==> src/rtl/core/sppc_pkg.sv <==
package sppc_pkg;

    localparam int SampleW   = 10;
    localparam int AngleW    = 10;
    localparam int PulseW    = 12;
    localparam int NearW     = 8;
    localparam int CpdW      = 16;
    localparam int CfgIndexW = 3;
    localparam int CfgDataW  = 16;

    // product of signed angle and zero-extended Q8.8 gain
    localparam int ProdW  = AngleW + CpdW + 1;
    // sample minus target, signed
    localparam int DiffW  = 20;
    // magnitude fed to the divide-by-5
    localparam int MagW   = 18;
    // reciprocal of 5, exact for magnitudes below 2^21 / 3
    localparam int RecipW = 19;
    localparam int RecipShift = 21;
    localparam logic [RecipW-1:0] Recip5 = 19'd419431;
    localparam int QuotW  = 15;
    // signed pulse width before clamping
    localparam int PwmW   = 17;

    typedef logic [CfgIndexW-1:0] cfg_index_t;

    localparam cfg_index_t CfgNearRange     = 3'd0;
    localparam cfg_index_t CfgCountsPerDeg  = 3'd1;
    localparam cfg_index_t CfgCenterPulse   = 3'd2;
    localparam cfg_index_t CfgMinSpeedAbove = 3'd3;
    localparam cfg_index_t CfgMinSpeedBelow = 3'd4;
    localparam cfg_index_t CfgMaxForward    = 3'd5;
    localparam cfg_index_t CfgMaxBackward   = 3'd6;

    localparam logic [NearW-1:0]  RstNearRange     = 8'd10;
    localparam logic [CpdW-1:0]   RstCountsPerDeg  = 16'd873;
    localparam logic [PulseW-1:0] RstCenterPulse   = 12'd1500;
    localparam logic [PulseW-1:0] RstMinSpeedAbove = 12'd1550;
    localparam logic [PulseW-1:0] RstMinSpeedBelow = 12'd1450;
    localparam logic [PulseW-1:0] RstMaxForward    = 12'd1700;
    localparam logic [PulseW-1:0] RstMaxBackward   = 12'd1300;

    localparam logic [SampleW-1:0] SafeHigh = 10'd900;
    localparam logic [SampleW-1:0] SafeLow  = 10'd200;

    localparam logic signed [PwmW-1:0] PwmMid    = 17'sd1500;
    localparam logic signed [PwmW-1:0] DeadUpper = 17'sd1510;
    localparam logic signed [PwmW-1:0] DeadLower = 17'sd1490;

    localparam logic [SampleW:0] MoveLimit = 11'd5;

endpackage

==> src/rtl/core/servo_position_p_controller.sv <==
// Proportional servo position controller with dead band.
//
// Input channel: in_valid / in_stall carry one beat of pot_sample (10-bit
// ADC counts) and target_angle (signed whole degrees). Output channel:
// out_valid / out_stall carry one beat per input beat: pulse_width,
// pulse_write, arrived, safety_stop. Results leave in input order.
// Configuration: cfg_valid / cfg_ready with cfg_index and cfg_data; the
// port always takes a write. Indexes beyond the register list are dropped.
// Write registers only while no beat is in flight.
//
// A beat passes from the input register through each stage in turn to
// the result register. Throughput: one beat per cycle while out_stall is
// low, through a six-register pipeline (input, gain product, difference,
// magnitude, divide-by-5, result); the last-position register is read and
// written in the final stage only, so consecutive beats need no spacing.
// When the receiver stalls, each stage holds and fills up behind the
// output register; in_stall rises only once every stage is occupied.
// Reset empties the pipeline, clears the last position and loads the
// register defaults.
module servo_position_p_controller (
    input  logic                          clk,
    input  logic                          rst_n,
    input  logic                          in_valid,
    output logic                          in_stall,
    input  logic [sppc_pkg::SampleW-1:0]  pot_sample,
    input  logic [sppc_pkg::AngleW-1:0]   target_angle,
    output logic                          out_valid,
    input  logic                          out_stall,
    output logic [sppc_pkg::PulseW-1:0]   pulse_width,
    output logic                          pulse_write,
    output logic                          arrived,
    output logic                          safety_stop,
    input  logic                          cfg_valid,
    output logic                          cfg_ready,
    input  logic [sppc_pkg::CfgIndexW-1:0] cfg_index,
    input  logic [sppc_pkg::CfgDataW-1:0] cfg_data
);
    import sppc_pkg::*;

    logic [NearW-1:0]  near_range_reg;
    logic [CpdW-1:0]   cpd_reg;
    logic [PulseW-1:0] center_pulse_reg;
    logic [PulseW-1:0] min_above_reg;
    logic [PulseW-1:0] min_below_reg;
    logic [PulseW-1:0] max_fwd_reg;
    logic [PulseW-1:0] max_bwd_reg;
    logic [SampleW-1:0] last_pos_reg;

    logic [5:0] valid_reg;
    logic [5:0] ready;

    logic [SampleW-1:0] s0_sample_reg;
    logic [AngleW-1:0]  s0_angle_reg;

    logic [SampleW-1:0]     s1_sample_reg;
    logic                   s1_safe_reg;
    logic signed [ProdW-1:0] s1_prod_reg;

    logic [SampleW-1:0]     s2_sample_reg;
    logic                   s2_safe_reg;
    logic signed [DiffW-1:0] s2_diff_reg;

    logic [SampleW-1:0] s3_sample_reg;
    logic               s3_safe_reg;
    logic               s3_near_reg;
    logic               s3_neg_reg;
    logic [MagW-1:0]    s3_mag_reg;

    logic [SampleW-1:0] s4_sample_reg;
    logic               s4_safe_reg;
    logic               s4_near_reg;
    logic               s4_neg_reg;
    logic [QuotW-1:0]   s4_quot_reg;

    logic [PulseW-1:0] pulse_width_reg;
    logic              pulse_write_reg;
    logic              arrived_reg;
    logic              safety_stop_reg;

    logic signed [ProdW-1:0]  s1_prod_next;
    logic                     s1_safe_next;
    logic                     s2_round;
    logic signed [DiffW-1:0]  s2_diff_next;
    logic [DiffW-1:0]         s3_abs;
    logic [DiffW-1:0]         s3_mag_wide;
    logic [MagW+RecipW-1:0]   s4_prod;
    logic [SampleW:0]         move_diff;
    logic [SampleW:0]         move_abs;
    logic                     still;
    logic signed [PwmW-1:0]   pwm_raw;
    logic signed [PwmW-1:0]   pwm_dz;
    logic signed [PwmW-1:0]   pwm_next;
    logic signed [PwmW-1:0]   min_above_s;
    logic signed [PwmW-1:0]   min_below_s;
    logic signed [PwmW-1:0]   max_fwd_s;
    logic signed [PwmW-1:0]   max_bwd_s;
    logic                     final_load;

    // handshake chain: a stage loads when empty or when its successor loads
    assign ready[5] = !valid_reg[5] || !out_stall;
    assign ready[4] = !valid_reg[4] || ready[5];
    assign ready[3] = !valid_reg[3] || ready[4];
    assign ready[2] = !valid_reg[2] || ready[3];
    assign ready[1] = !valid_reg[1] || ready[2];
    assign ready[0] = !valid_reg[0] || ready[1];

    assign in_stall  = !ready[0];
    assign out_valid = valid_reg[5];
    assign cfg_ready = 1'b1;

    assign pulse_width = pulse_width_reg;
    assign pulse_write = pulse_write_reg;
    assign arrived     = arrived_reg;
    assign safety_stop = safety_stop_reg;

    always_ff @(posedge clk or negedge rst_n)
    begin
        if (!rst_n)
        begin
            near_range_reg   <= RstNearRange;
            cpd_reg          <= RstCountsPerDeg;
            center_pulse_reg <= RstCenterPulse;
            min_above_reg    <= RstMinSpeedAbove;
            min_below_reg    <= RstMinSpeedBelow;
            max_fwd_reg      <= RstMaxForward;
            max_bwd_reg      <= RstMaxBackward;
        end
        else if (cfg_valid && cfg_ready)
        begin
            unique case (cfg_index)
                CfgNearRange:     near_range_reg   <= cfg_data[NearW-1:0];
                CfgCountsPerDeg:  cpd_reg          <= cfg_data[CpdW-1:0];
                CfgCenterPulse:   center_pulse_reg <= cfg_data[PulseW-1:0];
                CfgMinSpeedAbove: min_above_reg    <= cfg_data[PulseW-1:0];
                CfgMinSpeedBelow: min_below_reg    <= cfg_data[PulseW-1:0];
                CfgMaxForward:    max_fwd_reg      <= cfg_data[PulseW-1:0];
                CfgMaxBackward:   max_bwd_reg      <= cfg_data[PulseW-1:0];
                default:          ;
            endcase
        end
    end

    // stage 1: gain product and range check
    assign s1_prod_next = $signed(s0_angle_reg) * $signed({1'b0, cpd_reg});
    assign s1_safe_next = (s0_sample_reg > SafeHigh) || (s0_sample_reg < SafeLow);

    // stage 2: target truncated toward zero, then sample minus target
    assign s2_round = s1_prod_reg[ProdW-1] && (|s1_prod_reg[7:0]);
    assign s2_diff_next = $signed({{(DiffW-SampleW){1'b0}}, s1_sample_reg})
                        - $signed({s1_prod_reg[ProdW-1], s1_prod_reg[ProdW-1:8]})
                        - $signed({{(DiffW-1){1'b0}}, s2_round});

    // stage 3: magnitude; floor(d/5) = -floor((-d+4)/5) for negative d
    assign s3_abs      = s2_diff_reg[DiffW-1] ? (~s2_diff_reg + 1'b1) : s2_diff_reg;
    assign s3_mag_wide = s2_diff_reg[DiffW-1] ? (s3_abs + 20'd4) : s3_abs;

    // stage 4: divide by 5 through the reciprocal
    assign s4_prod = {{RecipW{1'b0}}, s3_mag_reg} * {{MagW{1'b0}}, Recip5};

    // stage 5: motion check, dead zone, clamp
    assign move_diff = {1'b0, last_pos_reg} - {1'b0, s4_sample_reg};
    assign move_abs  = move_diff[SampleW] ? (~move_diff + 1'b1) : move_diff;
    assign still     = move_abs <= MoveLimit;

    assign min_above_s = $signed({{(PwmW-PulseW){1'b0}}, min_above_reg});
    assign min_below_s = $signed({{(PwmW-PulseW){1'b0}}, min_below_reg});
    assign max_fwd_s   = $signed({{(PwmW-PulseW){1'b0}}, max_fwd_reg});
    assign max_bwd_s   = $signed({{(PwmW-PulseW){1'b0}}, max_bwd_reg});

    assign pwm_raw = s4_neg_reg
                   ? PwmMid - $signed({{(PwmW-QuotW){1'b0}}, s4_quot_reg})
                   : PwmMid + $signed({{(PwmW-QuotW){1'b0}}, s4_quot_reg});

    always_comb
    begin
        priority if (pwm_raw < min_above_s && pwm_raw > DeadUpper)
            pwm_dz = min_above_s;
        else if (pwm_raw > min_below_s && pwm_raw < DeadLower)
            pwm_dz = min_below_s;
        else
            pwm_dz = pwm_raw;

        priority if (pwm_dz > max_fwd_s)
            pwm_next = max_fwd_s;
        else if (pwm_dz < max_bwd_s)
            pwm_next = max_bwd_s;
        else
            pwm_next = pwm_dz;
    end

    assign final_load = valid_reg[4] && ready[5];

    always_ff @(posedge clk or negedge rst_n)
    begin
        if (!rst_n)
        begin
            valid_reg    <= '0;
            last_pos_reg <= '0;
        end
        else
        begin
            if (ready[0]) valid_reg[0] <= in_valid;
            if (ready[1]) valid_reg[1] <= valid_reg[0];
            if (ready[2]) valid_reg[2] <= valid_reg[1];
            if (ready[3]) valid_reg[3] <= valid_reg[2];
            if (ready[4]) valid_reg[4] <= valid_reg[3];
            if (ready[5]) valid_reg[5] <= valid_reg[4];
            if (final_load && (s4_safe_reg || !(s4_near_reg && still)))
                last_pos_reg <= s4_sample_reg;
        end
    end

    always_ff @(posedge clk)
    begin
        if (ready[0] && in_valid)
        begin
            s0_sample_reg <= pot_sample;
            s0_angle_reg  <= target_angle;
        end
        if (ready[1] && valid_reg[0])
        begin
            s1_sample_reg <= s0_sample_reg;
            s1_safe_reg   <= s1_safe_next;
            s1_prod_reg   <= s1_prod_next;
        end
        if (ready[2] && valid_reg[1])
        begin
            s2_sample_reg <= s1_sample_reg;
            s2_safe_reg   <= s1_safe_reg;
            s2_diff_reg   <= s2_diff_next;
        end
        if (ready[3] && valid_reg[2])
        begin
            s3_sample_reg <= s2_sample_reg;
            s3_safe_reg   <= s2_safe_reg;
            s3_near_reg   <= s3_abs <= {{(DiffW-NearW){1'b0}}, near_range_reg};
            s3_neg_reg    <= s2_diff_reg[DiffW-1];
            s3_mag_reg    <= s3_mag_wide[MagW-1:0];
        end
        if (ready[4] && valid_reg[3])
        begin
            s4_sample_reg <= s3_sample_reg;
            s4_safe_reg   <= s3_safe_reg;
            s4_near_reg   <= s3_near_reg;
            s4_neg_reg    <= s3_neg_reg;
            s4_quot_reg   <= s4_prod[RecipShift+QuotW-1:RecipShift];
        end
        if (final_load)
        begin
            priority if (s4_safe_reg)
            begin
                pulse_width_reg <= center_pulse_reg;
                pulse_write_reg <= 1'b1;
                arrived_reg     <= 1'b1;
                safety_stop_reg <= 1'b1;
            end
            else if (s4_near_reg && still)
            begin
                pulse_width_reg <= '0;
                pulse_write_reg <= 1'b0;
                arrived_reg     <= 1'b1;
                safety_stop_reg <= 1'b0;
            end
            else
            begin
                pulse_width_reg <= pwm_next[PulseW-1:0];
                pulse_write_reg <= 1'b1;
                arrived_reg     <= 1'b0;
                safety_stop_reg <= 1'b0;
            end
        end
    end

endmodule

==> config.mk <==
export PLATFORM = sky130hd
export DESIGN_NAME = servo_position_p_controller
export DESIGN_NICKNAME = d
export VERILOG_FILES = /design/src/rtl/core/sppc_pkg.sv /design/src/rtl/core/servo_position_p_controller.sv
export SDC_FILE = /design/constraint.sdc
export NUM_CORES = 1
export LEC_CHECK = 0
export ABC_AREA = 0
export ABC_CLOCK_PERIOD_IN_PS = 7550
export BUFFER_PORTS_ARGS = -buffer_cell sky130_fd_sc_hd__buf_2
export CORE_MARGIN = 5
export CORE_UTILIZATION = 40
export CTS_BUF_LIST = sky130_fd_sc_hd__clkbuf_16
export CTS_CLUSTER_SIZE = 12
export DETAILED_ROUTE_END_ITERATION = 16
export GPL_ROUTABILITY_DRIVEN = 0
export REMOVE_ABC_BUFFERS = 1
export SETUP_SLACK_MARGIN = 0.15
export SYNTH_ARGS = -nofsm -noshare
export SYNTH_HDL_FRONTEND = slang
export SYNTH_SLANG_ARGS = --single-unit
export TNS_END_PERCENT = 50
==> constraint.sdc <==
create_clock -name clk -period 7.55 [get_ports clk]
set_input_delay 1.8875 -clock clk [delete_from_list [all_inputs] [get_ports clk]]
set_output_delay 1.8875 -clock clk [all_outputs]
set_load 0.01 [all_outputs]
[After elaboration in Yosys (flattened, before gate mapping)]
Index checks and enable logic that the tools add are counted.
Storage, ports and cells
  register bits after elaboration: 263
  input port bits: 44
  output and inout bits: 18
  word-level logic and storage cells: 114
Operators by class
  $add $sub $neg: 8
  multipliers: 2
  $lt $le $gt $ge: 10
  equality and inequality tests: 6
  muxes and demuxes: 13
  bitwise logic cells: 2
  reductions and logical operators: 37
Operators with widths (number)
  2-to-1 mux 17 bit: 3
  2-to-1 mux 12 bit: 4
  multiplier 18 x 19 -> 36 bit, second input constant: 1
  > comparator 17 x 13 -> 1 bit: 2
  < comparator 17 x 13 -> 1 bit: 2
  multiplier 10 x 17 -> 27 bit: 1
  adder 20 x 1 -> 20 bit, second input constant: 1
  less-or-equal comparator 20 x 8 -> 1 bit: 1
  2-to-1 mux 20 bit: 1
  inverter 20 bit: 1
  subtractor 11 x 19 -> 20 bit: 1
  subtractor 20 x 2 -> 20 bit: 1
  adder 18 x 3 -> 18 bit, second input constant: 1
  2-to-1 mux 18 bit: 1
  > comparator 17 x 12 -> 1 bit, second input constant: 1
  < comparator 17 x 12 -> 1 bit, second input constant: 1
  adder 11 x 15 -> 16 bit, first input constant: 1
  subtractor 11 x 15 -> 16 bit, first input constant: 1
  AND reduction 2 bit: 7
  adder 11 x 1 -> 11 bit, second input constant: 1
  less-or-equal comparator 11 x 3 -> 1 bit, second input constant: 1
  logical AND 1 bit: 11
  2-to-1 mux 11 bit: 1
  inverter 11 bit: 1
  other kinds (11): 31

[Logic depth before layout (Yosys ltp)]
  depth in word-level cells: 11
  gate-level depth with buffers: 31
  mapped depth without buffers: 28

[Worst setup path after synthesis]
No wires, ideal clock.
  path type: register to register
  from: register s3_mag_reg[15]
  to: register s4_quot_reg[14], data pin
  library setup time: 0.260 ns
  data arrival time: 5.656 ns
  required time: 7.290 ns
  path slack: 1.634 ns
  cell stages (with the launch flop): 22
  buffers on the path: 0
  period minus slack after synthesis: 5.916 ns
  path through: edfxtp_1 -> fa_1 -> inv_1 -> fa_1 -> fa_1 -> inv_1 -> fa_1 -> inv_1 -> fa_1 -> inv_1 -> fa_1 -> ha_1 -> o21a_1 -> o2111ai_1 -> a211o_1 -> o221ai_1 -> a211oi_1 -> o31ai_1 -> o41ai_1 -> o21bai_1 -> a21oi_1 -> xnor2_1
Between the ends
  longest elaborated chain between the ends: 1
RTL lines
  start, declared: line servo_position_p_controller.sv:67  | logic [MagW-1:0] s3_mag_reg;
  start signal, assigned: line servo_position_p_controller.sv:238  | s3_mag_reg <= s3_mag_wide[MagW-1:0];
  multiplier 18 x 19 -> 36 bit: line servo_position_p_controller.sv:158  | assign s4_prod = {{RecipW{1'b0}}, s3_mag_reg} * {{MagW{1'b0}}, Recip5};
  named net s4_prod[35]: line servo_position_p_controller.sv:86  | logic [MagW+RecipW-1:0] s4_prod;
  end signal, assigned: line servo_position_p_controller.sv:246  | s4_quot_reg <= s4_prod[RecipShift+QuotW-1:RecipShift];
  end, declared: line servo_position_p_controller.sv:73  | logic [QuotW-1:0] s4_quot_reg;
The timed path passes the listed nets, and every way through them passes these cells.
A chain may end at the register's enable or synchronous reset.

[Worst setup path in the final report]
  from: register s4_quot_reg[2]
  to: register pulse_width_reg[2] (netlist: pulse_width[2]), data pin
Between the ends
  longest elaborated chain between the ends: 11
  elaborated cells between the ends (all ways): 17
  those cells by class: add/sub (2); order compare (6); mux (7); reduce/logical (2)
RTL lines
  adder 11 x 15 -> 16 bit or subtractor 11 x 15 -> 16 bit (tied branches): line servo_position_p_controller.sv:172, servo_position_p_controller.sv:171
  2-to-1 mux 17 bit *: line servo_position_p_controller.sv:171  | ? PwmMid - $signed({{(PwmW-QuotW){1'b0}}, s4_quot_reg})
  > comparator 17 x 13 -> 1 bit or < comparator 17 x 12 -> 1 bit (tied branches): line servo_position_p_controller.sv:178  | else if (pwm_raw > min_below_s && pwm_raw < DeadLower)
  logical AND 1 bit: line servo_position_p_controller.sv:178
  2-to-1 mux 17 bit: line servo_position_p_controller.sv:178
  2-to-1 mux 17 bit *: line servo_position_p_controller.sv:176  | priority if (pwm_raw < min_above_s && pwm_raw > DeadUpper)
  < comparator 17 x 13 -> 1 bit: line servo_position_p_controller.sv:185  | else if (pwm_dz < max_bwd_s)
  2-to-1 mux 12 bit: line servo_position_p_controller.sv:185
  2-to-1 mux 12 bit *: line servo_position_p_controller.sv:183  | priority if (pwm_dz > max_fwd_s)
  2-to-1 mux 12 bit *: line servo_position_p_controller.sv:257  | else if (s4_near_reg && still)
  2-to-1 mux 12 bit *: line servo_position_p_controller.sv:250  | priority if (s4_safe_reg)
  end signal, assigned: line servo_position_p_controller.sv:252  | pulse_width_reg <= center_pulse_reg;
  end signal, assigned: line servo_position_p_controller.sv:266  | pulse_width_reg <= pwm_next[PulseW-1:0];
  end, declared: line servo_position_p_controller.sv:75  | logic [PulseW-1:0] pulse_width_reg;
Every way passes the cells marked *; elsewhere a longest branch is shown, timed or not.

==> impl_metrics.json <==
{
  "status": "finished, final reports clean",
  "io_buffers": 60,
  "r2r-start": "s4_quot_reg[2]$_DFFE_PP_",
  "routed_wl_mm": 55.7,
  "worstMarginPinSlew_ps": 1160,
  "nNetsFinal": 2854,
  "postRouteAntennaNets": 0,
  "crit_path_end": "pulse_width[2]$_DFFE_PP_",
  "vias": 16400,
  "fin_crit_ps": 6980,
  "start_util_pct": 40.5,
  "route.detailed.drc": 0,
  "finalHoldViolations": 0,
  "crit_path_frequent_cell": "ha_1",
  "io_pins": 62,
  "synth-seq-cells": 263,
  "drive_gt1_share_pct": 11.3,
  "cts_buffers": 30,
  "antenna_found_initial": 1,
  "seq_area_um2": 7440,
  "ys_async_sr_fraction_pct": 38.0,
  "slew_headroom_pct": 21.5,
  "clock_path_buffers": 3,
  "htreeDepth": 1,
  "synth_area_um2": 24000,
  "yosys_warnings": 0,
  "drt_first_pass_iters": 6,
  "path_max_fanout": 14,
  "grt-ovfl-total": 0,
  "cp-startpoint": "s4_quot_reg[2]$_DFFE_PP_",
  "max_stage_delay_ps": 550,
  "cp.arrival_ps": 7420,
  "cp_top_family": "compound AO/OA/AOI/OAI gates",
  "fillers": 5554,
  "dp_hpwl_mm": 44.9,
  "ff2ff_path_depth": 27,
  "final.setup.tns_ps": 0,
  "via_per_inst": 5.31,
  "synth-edff-count": 163,
  "fin_util_pct": 44.0,
  "clock_skew_ps": 21.9,
  "fin_ws_ps": 568,
  "drtIter0Drc": 1070,
  "synthDistinctLibCells": 91,
  "die_w_um": 255,
  "synthFlopType": "edfxtp_1",
  "cp.buffers_inverters": 2,
  "synth-seq-area-share_pct": 31.1,
  "rsz0062_at_grt": "no",
  "yosysTopAreaCellShare_pct": 20.4,
  "finalCritPeriodShare_pct": 92.5,
  "syn_avg_cell_area_um2": 10.6,
  "coreArea_um2": 59100,
  "hold_buffers": 0,
  "worst_setup_path_start_kind": "register",
  "synthCells": 2263,
  "fp.dieH_um": 255,
  "crit_slowest_cell": "edfxtp_1",
  "worst_setup_hold_path_clk_slew_ps": 60,
  "grt_pass1_vias": 17200,
  "final_max_slew_viol_count": 0,
  "largest_reg_flops": 27,
  "critPathRequiredTime_ps": 7990,
  "grt_usage_pct": 17.3,
  "finalSetupViolCount": 0,
  "cts_tree": "yes",
  "fmax_ghz": 0.143,
  "grt_pass1_wl_mm": 91.4,
  "synth_top_area_cell": "edfxtp_1",
  "setup.worst_path.end_class": "register",
  "multi_input_area_um2": 14900,
  "post_drt_wl_per_cell_um": 18.0,
  "grt_max_degree": 56,
  "clk_latency_ps": 580,
  "ys_top_cells_by_area": "edfxtp_1, fa_1, ha_1",
  "maxCapViolCount": 0,
  "synth_most_common_cell": "inv_1",
  "worstSetupPathType": "register to register",
  "cts.sinks": 263,
  "area_growth_pct": 8.63,
  "r2r_slack_ps": 570,
  "synth_common_cells": "inv_1, ha_1, fa_1",
  "rr_endpoint": "pulse_width[2]$_DFFE_PP_",
  "cts_root_buf": "clkbuf_16",
  "hp-class": "register to register",
  "die_area_um2": 64900,
  "path_depth": 27,
  "num_rows": 89,
  "place_ws_ps": 414
}
## through the flow
| stage | instance area, µm² | hold slack [ps] | instances |
|---|---|---|---|
| 2_1_floorplan | 23700 | 400 | 2193 |
| 3_3_place_gp | 25100 | 403 | 3040 |
| 3_5_place_dp | 25100 | 405 | 3040 |
| 4_1_cts | 26000 | 416 | 3096 |
| 5_1_grt | 26000 | 416 | 3096 |
| 6_report | 26000 | 417 | 3097 |
## final cells by class
cell class,instances,area share [%]
clock buffer,33,3.17
tap,773,3.72
inverter,369,5.32
timing repair buffer,74,1.57
multi-input combinational,1561,57.1
clock inverter,23,0.548
antenna,1,0.00961
sequential,263,28.6
## cells by family after synthesis
| logic type | count (synthesis) | synth area share [%] |
|---|---|---|
| AO/OA/AOI/OAI | 331 | 9.69 |
| XOR/XNOR | 101 | 3.69 |
| adder cells (fa/ha/maj) | 511 | 33.4 |
| buffers and inverters | 439 | 7.03 |
| flip-flops | 263 | 31.1 |
| multiplexers | 83 | 3.87 |
| other | 1 | 0.0156 |
| AND/OR/NAND/NOR | 534 | 11.3 |
## layer usage
metal | share of wire, % | up-vias | global-route usage (%)
met5 | 0 | - | 0
met2 | 48 | 444 | 29.7
met1 | 45 | 8147 | 23.5
met3 | 5.5 | 78 | 2.72
met4 | 2.1 | 0 | 3.60
li1 | - | 7767 | -
## cells in the final DEF, fill, tap and decap left out, drive strengths merged, types with 12 or more instances in the layout
cell,netlist,routed
a21oi,61,61
dfstp,35,35
nand4,14,14
ha,298,298
clkinv,0,13
and2,82,82
xor2,35,35
nor3,33,33
nor2,80,80
a21o,21,21
clkbuf,47,33
xnor2,66,66
a221o,12,12
nand3,31,31
buf,23,74
nand2,175,175
o41ai,15,15
o21ai,72,72
o31ai,13,13
a211oi,20,20
nor2b,17,17
nand2b,32,32
fa,213,213
mux2,78,78
edfxtp,163,163
inv,369,378
dfrtp,65,65
o21a,21,21
## what timing repair did
action | 4_1_cts | 5_1_grt
hold endpoints to repair | 0 | 0
resized for setup | 0 | 1
setup buffers | 0 | 0
setup endpoints to repair | 0 | 11
## worst min-delay path by stage
stage                               startpoint                          to  slack, ps  depth (start not counted)
detailed placement  s3_sample_reg[5]$_DFFE_PP_  s4_sample_reg[5]$_DFFE_PP_        400                          0
global route             s3_near_reg$_DFFE_PP_       s4_near_reg$_DFFE_PP_        420                          0
finish              s3_sample_reg[7]$_DFFE_PP_  s4_sample_reg[7]$_DFFE_PP_        420                          0
CTS                      s3_near_reg$_DFFE_PP_       s4_near_reg$_DFFE_PP_        420                          0
floorplan                s1_safe_reg$_DFFE_PP_       s2_safe_reg$_DFFE_PP_        400                          0
global placement    s3_sample_reg[6]$_DFFE_PP_  s4_sample_reg[6]$_DFFE_PP_        400                          0
Power is left out: the tool's default activity adds up to more than one toggle a clock period on the data nets, which glitch-free logic cannot reach.
